**src/rtl/fat12_cluster_chain_walker_macros.svh**
```systemverilog
// ----------------------------------------------------------------------------
// FAT12 cluster chain walker assertion macros
// Shared concurrent assertion forms, clocked on the rising edge and
// disabled while reset is high.
// ----------------------------------------------------------------------------
`ifndef FAT12_CLUSTER_CHAIN_WALKER_MACROS_SVH
`define FAT12_CLUSTER_CHAIN_WALKER_MACROS_SVH

// same-cycle implication
`define FCCW_ASSERT_NOW(label, clk, rst, ante, cons, msg) \
   label: assert property (@(posedge clk) disable iff (rst) (ante) |-> (cons)) \
      else $error(msg);

// next-cycle implication
`define FCCW_ASSERT_NEXT(label, clk, rst, ante, cons, msg) \
   label: assert property (@(posedge clk) disable iff (rst) (ante) |=> (cons)) \
      else $error(msg);

`endif

```
**src/rtl/fccw_pkg.sv**
```systemverilog
// ----------------------------------------------------------------------------
// FAT12 cluster chain walker package
// Table geometry, codes, register defaults and controller/datapath types.
// ----------------------------------------------------------------------------
package fccw_pkg;

   // table geometry
   localparam int FAT_BYTES  = 8192;
   localparam int BANK_DEPTH = (FAT_BYTES + 1) / 2;
   localparam int BANK_AW    = $clog2(BANK_DEPTH);
   localparam int POS_W      = 17;
   localparam logic [POS_W-1:0] FAT_LAST_POS = POS_W'(FAT_BYTES - 1);
   localparam logic [POS_W-1:0] FAT_SIZE     = POS_W'(FAT_BYTES);

   // FAT12 entry constants
   localparam logic [11:0] END_MARK           = 12'hff7;
   localparam logic [11:0] ENTRY_MASK         = 12'hfff;
   localparam logic [11:0] FIRST_DATA_CLUSTER = 12'd2;

   // register defaults
   localparam logic [23:0] DATA_REGION_OFFSET_RST = 24'd16896;
   localparam logic [3:0]  CLUSTER_SHIFT_RST      = 4'd9;

   // stream packing
   localparam int REQ_TDATA_W = 64;
   localparam int RSP_TDATA_W = 48;

   typedef enum logic [1:0] {
      CMD_LOAD  = 2'd0,
      CMD_START = 2'd1,
      CMD_NEXT  = 2'd2
   } fccw_cmd_code_type;

   typedef enum logic [1:0] {
      ERR_OK          = 2'd0,
      ERR_NO_WALK     = 2'd1,
      ERR_BAD_CLUSTER = 2'd2
   } fccw_err_type;

   typedef enum logic {
      CSR_DATA_REGION_OFFSET = 1'b0,
      CSR_CLUSTER_SHIFT      = 1'b1
   } fccw_csr_type;

   typedef enum logic {
      ST_IDLE = 1'b0,
      ST_EMIT = 1'b1
   } fccw_state_type;

   typedef struct packed {
      logic load_en;
      logic start_en;
      logic read_en;
      logic emit_en;
   } fccw_cmd_type;

   typedef struct packed {
      logic rsp_full;
   } fccw_status_type;

endpackage

```
**src/rtl/fccw_ctrl.sv**
```systemverilog
// ----------------------------------------------------------------------------
// FAT12 cluster chain walker controller
// Takes request words, issues table loads, walk starts and table reads,
// and releases each result once the response register is free.
// ----------------------------------------------------------------------------
`include "fat12_cluster_chain_walker_macros.svh"

module fccw_ctrl (
   input  logic                     clock,
   input  logic                     reset,
   input  logic                     req_tvalid,
   output logic                     req_tready,
   input  logic [1:0]               req_tuser,
   input  fccw_pkg::fccw_status_type status,
   output fccw_pkg::fccw_cmd_type    cmd
);
   import fccw_pkg::*;

   fccw_state_type    state_ff;
   fccw_state_type    state_in;
   fccw_cmd_code_type code;
   logic              accept;

   assign code       = fccw_cmd_code_type'(req_tuser);
   assign req_tready = (state_ff == ST_IDLE);
   assign accept     = req_tvalid && req_tready;

   always_ff @(posedge clock) begin
      if (reset) begin
         state_ff <= ST_IDLE;
      end else begin
         state_ff <= state_in;
      end
   end

   always_comb begin
      state_in = state_ff;
      cmd      = '0;
      unique case (state_ff)
         ST_IDLE: begin
            if (accept) begin
               unique case (code)
                  CMD_LOAD:  cmd.load_en  = 1'b1;
                  CMD_START: cmd.start_en = 1'b1;
                  CMD_NEXT: begin
                     cmd.read_en = 1'b1;
                     state_in    = ST_EMIT;
                  end
                  default: ;
               endcase
            end
         end
         ST_EMIT: begin
            // hold the result until the response register frees up
            if (!status.rsp_full) begin
               cmd.emit_en = 1'b1;
               state_in    = ST_IDLE;
            end
         end
         default: state_in = ST_IDLE;
      endcase
   end

   `FCCW_ASSERT_NEXT(a_next_goes_to_emit, clock, reset, accept && code == CMD_NEXT, state_ff == ST_EMIT, "next word did not start a table read")
   `FCCW_ASSERT_NEXT(a_emit_returns_idle, clock, reset, state_ff == ST_EMIT && !status.rsp_full, state_ff == ST_IDLE, "emit did not return to idle")
   `FCCW_ASSERT_NOW(a_one_action, clock, reset, 1'b1, $onehot0(cmd), "more than one datapath command at once")

endmodule

```
**config.mk**
```make
export PLATFORM = sky130hd
export DESIGN_NAME = fccw_ctrl
export DESIGN_NICKNAME = d
export VERILOG_FILES = /design/src/rtl/fccw_pkg.sv /design/src/rtl/fccw_ctrl.sv
export VERILOG_INCLUDE_DIRS = /design/src /design/src/rtl
export SDC_FILE = /design/constraint.sdc
export NUM_CORES = 1
export LEC_CHECK = 0
export BUFFER_PORTS_ARGS = -buffer_cell sky130_fd_sc_hd__buf_2
export CORE_AREA = 2 2 39 41
export CTS_CLUSTER_SIZE = 16
export DETAILED_ROUTE_END_ITERATION = 8
export DIE_AREA = 0 0 41 43
export GPL_TIMING_DRIVEN = 0
export SLEW_MARGIN = 0
export SYNTH_ARGS = -nofsm -noshare
export SYNTH_HDL_FRONTEND = slang
export SYNTH_SLANG_ARGS = --single-unit
```
**constraint.sdc**
```tcl
create_clock -name clock -period 1.2 [get_ports clock]
set_input_delay 0.06 -clock clock [delete_from_list [all_inputs] [get_ports clock]]
set_output_delay 0.06 -clock clock [all_outputs]
set_load 0.005 [all_outputs]
```
* Word level (Yosys, flattened, before mapping)
Index checks and enable logic that the tools add are counted.
** Word-level totals
- Register bits after elaboration :: 1
- Word-level logic and storage cells :: 16
** Operators by class
- Equal/unequal tests :: 2
- Mux-type cells :: 10
- Bitwise operators :: 1
- Reductions and logical operators :: 2
** Operator list (count)
- $mux 1 :: 7
- $mux 3 :: 2
- $eq 2x1->1 const B :: 1
- $eq 2x2->1 const B :: 1
- $logic_not 2->1 :: 1
- $pmux 1 s2 :: 1
- $logic_and 1x1->1 :: 1
- $not 1->1 :: 1

* Depth between registers and ports, before layout
- Depth in word-level cells :: 4
- Depth in mapped cells :: 2
- Mapped depth without buffers :: 2

* Least setup slack after synthesis
OpenSTA, ideal clock, no wires.
- Path kind :: register -> register
- Start point :: register state_ff
- End point :: register state_ff
- Data arrival time :: 0.702 ns
- Data required time :: 1.085 ns
- Setup slack :: 0.383 ns
- Cell stages (with the launch flop) :: 3
- Path buffers :: 0
- Clock period less this slack :: 0.817 ns
- Cells stage by stage :: dfxtp_1 > and4bb_4 > o21ba_1
** On the way
- Longest elaborated chain between the ends :: 4
** RTL lines
- from (decl) :: RTL line fccw_ctrl.sv:19 : fccw_state_type state_ff;
- from (signal assigned) :: RTL line fccw_ctrl.sv:32 : state_ff <= state_in;
- $not 1->1
- $logic_and 1x1->1 :: RTL line fccw_ctrl.sv:26 : assign accept = req_tvalid && req_tready;
- $mux 1 :: RTL line fccw_ctrl.sv:41 : if (accept) begin
- $pmux 1 s2 (*) :: RTL line fccw_ctrl.sv:39 : unique case (state_ff)
Every way passes the cells marked *; elsewhere a longest branch is shown, timed or not.
A chain may end at the register's enable or synchronous reset.

* Final worst setup path
Same ends and word-level chain as after synthesis.

==> reports/metrics.csv <==
metric,value,unit
outcome,completed,
drive_above_1_share,0.6667,
slew_viol_final,0,
rr_startpoint,state_ff,
grt_max_degree,6,
power_density,413.5,nW/um^2
ys_warn_count,0,
syn_nets,14,
synth_cells,8,
fmax,1169,MHz
finalHoldViolations,0,
post-cts-setup-buffer-count,0,
portBuffers,10,
core,1384,um^2
drt_iter0_drc,0,
clock_latency,0,ns
timing.max_cap.violations,0,
max-slew-margin-rel,0.8341,
die_area,1763,um^2
period_share,0.7129,
r2r_slack,0.34,ns
largest-register,state_ff,
holdBufCountCts,0,
start_util,0.05877,
rsz0062_at_grt,no,
fin_area,151.4,um^2
reg.largest.list,state_ff: 1 flops,
antenna_found_initial,0,
vias_per_cell,3.029,
place_congestion,0.4182,
areaGrowthSynthToFinish,86.15,%
largest_reg_flops,1,
min-delay-start,reset,
ios,11,
vdd_ir_drop_max,0.06668,mV
cp.required,1.08,ns
reg2reg_depth,2,
rows,14,
synth_area_leaders,"dfxtp_1 (25%), and4bb_4 (20%), and4bb_2 (15%), o21ba_1 (12%), nor4b_1 (11%)",
drc_errors,0,
nFillCells,157,
postPlaceCellArea,151.4,um^2
dr.pass1.iters,1,
fp.dieH,43,um
drt_wl_total,211,um
grt_pass1_wl,213,um
synthDistinctLibCells,8,
leakage,0.07786,nW
cp-end-kind,flip-flop,
holdPathEnd,state_ff,
synth_top_area_frac,0.2462,
clk_pin_slew,0,ns
fp.dieW,41,um
crit_type,reg -> reg,
hold_path_class,in -> reg,
r2r_end,state_ff,
min_period,0.8554,ns
setup_tns,0,ns
diodes,0,
final_nets,26,
cp.arrival,0.74,ns
vias,103,
overflow,0,
skew,0,ns
ys_ff_latch,1,
worstMarginPinSlew,0.2453,ns
avgSynthCellArea,10.17,um^2
crit_fanout,5,
ant_nets,0,
holdPathStages,2,
start_kind,flip-flop,
yosysTopAreaCell,dfxtp_1,
ctsResizeCount,0,
finalSetupViolations,0,
yosysSeqAreaShare,0.2462,
grt_pass1_vias,61,
grtUsageTotal,0.01700,
synth_area,81.33,um^2
wl_per_cell,6.206,um
==> through the flow <==
| step | std cells | setup slack [ns] | util | power (mW) | hold slack (ns) |
|---|---|---|---|---|---|
| floorplan | 8 | 0.3829 | - | 0.04686 | 0.1469 |
| global placement | 34 | 0.3344 | 0.1094 | 0.06251 | 0.3167 |
| detailed placement | 34 | 0.3373 | 0.1094 | 0.06279 | 0.3143 |
| CTS | 34 | 0.3350 | 0.1094 | 0.06301 | 0.3149 |
| global route | 34 | 0.2789 | 0.1094 | 0.06656 | 0.3276 |
| finish | 34 | 0.3446 | 0.1094 | 0.06260 | 0.3116 |
==> worst max path at each step <==
stage              from       end  depth (start not counted)
2_1_floorplan  state_ff  state_ff                          2
3_3_place_gp   state_ff  state_ff                          2
3_5_place_dp   state_ff  state_ff                          2
4_1_cts        state_ff  state_ff                          2
5_1_grt        state_ff    cmd[3]                          2
6_report       state_ff  state_ff                          2
==> synthesized netlist by cell type (all sizes together) <==
cell    instances
and2            1
and4bb          2
dfxtp           1
nor2            1
inv             1
o21ba           1
nor4b           1
==> layout make-up <==
type / instances / area (um^2) / share of cell area
Sequential cell: 1 / 20.02 / 0.1322
Multi-Input combinational cell: 6 / 57.56 / 0.3802
Tap cell: 16 / 20.02 / 0.1322
Inverter: 1 / 3.754 / 0.02479
Timing Repair Buffer: 10 / 50.05 / 0.3306
==> where the power goes <==
group	internal [mW]	switching [mW]	total (mW)
sequential	0.0352	0.00129	0.0365
combinational	0.0169	0.00913	0.0261
clock	0	0	0
==> cells in the final DEF, fill, tap and decap left out, drive strengths merged <==
cell	instances
nor4b	1
inv	1
and2	1
nor2	1
buf	10
o21ba	1
and4bb	2
dfxtp	1
==> cell families (layout without fill, tap and decap cells) <==
kind of cell | after synthesis | in the layout | synth area share
AO/OA/AOI/OAI | 1 | 1 | 0.1231
buffers and inverters | 1 | 11 | 0.04611
AND/OR/NAND/NOR | 5 | 5 | 0.5847
flip-flops | 1 | 1 | 0.2462
==> worst max-delay path: stages (launching register included) <==
cell      delay, ns
dfxtp_1        0.35
and4bb_4       0.21
o21ba_1        0.17
==> per-layer routing <==
metal | GRT usage | routed length (um) | part of all wire
met4 | 0 | 0 | 0
met2 | 0.04063 | 77 | 0.36
met1 | 0.003175 | 69 | 0.33
met5 | 0 | 0 | 0
met3 | 0.01571 | 65 | 0.31
(Power assumes the default switching activity.)
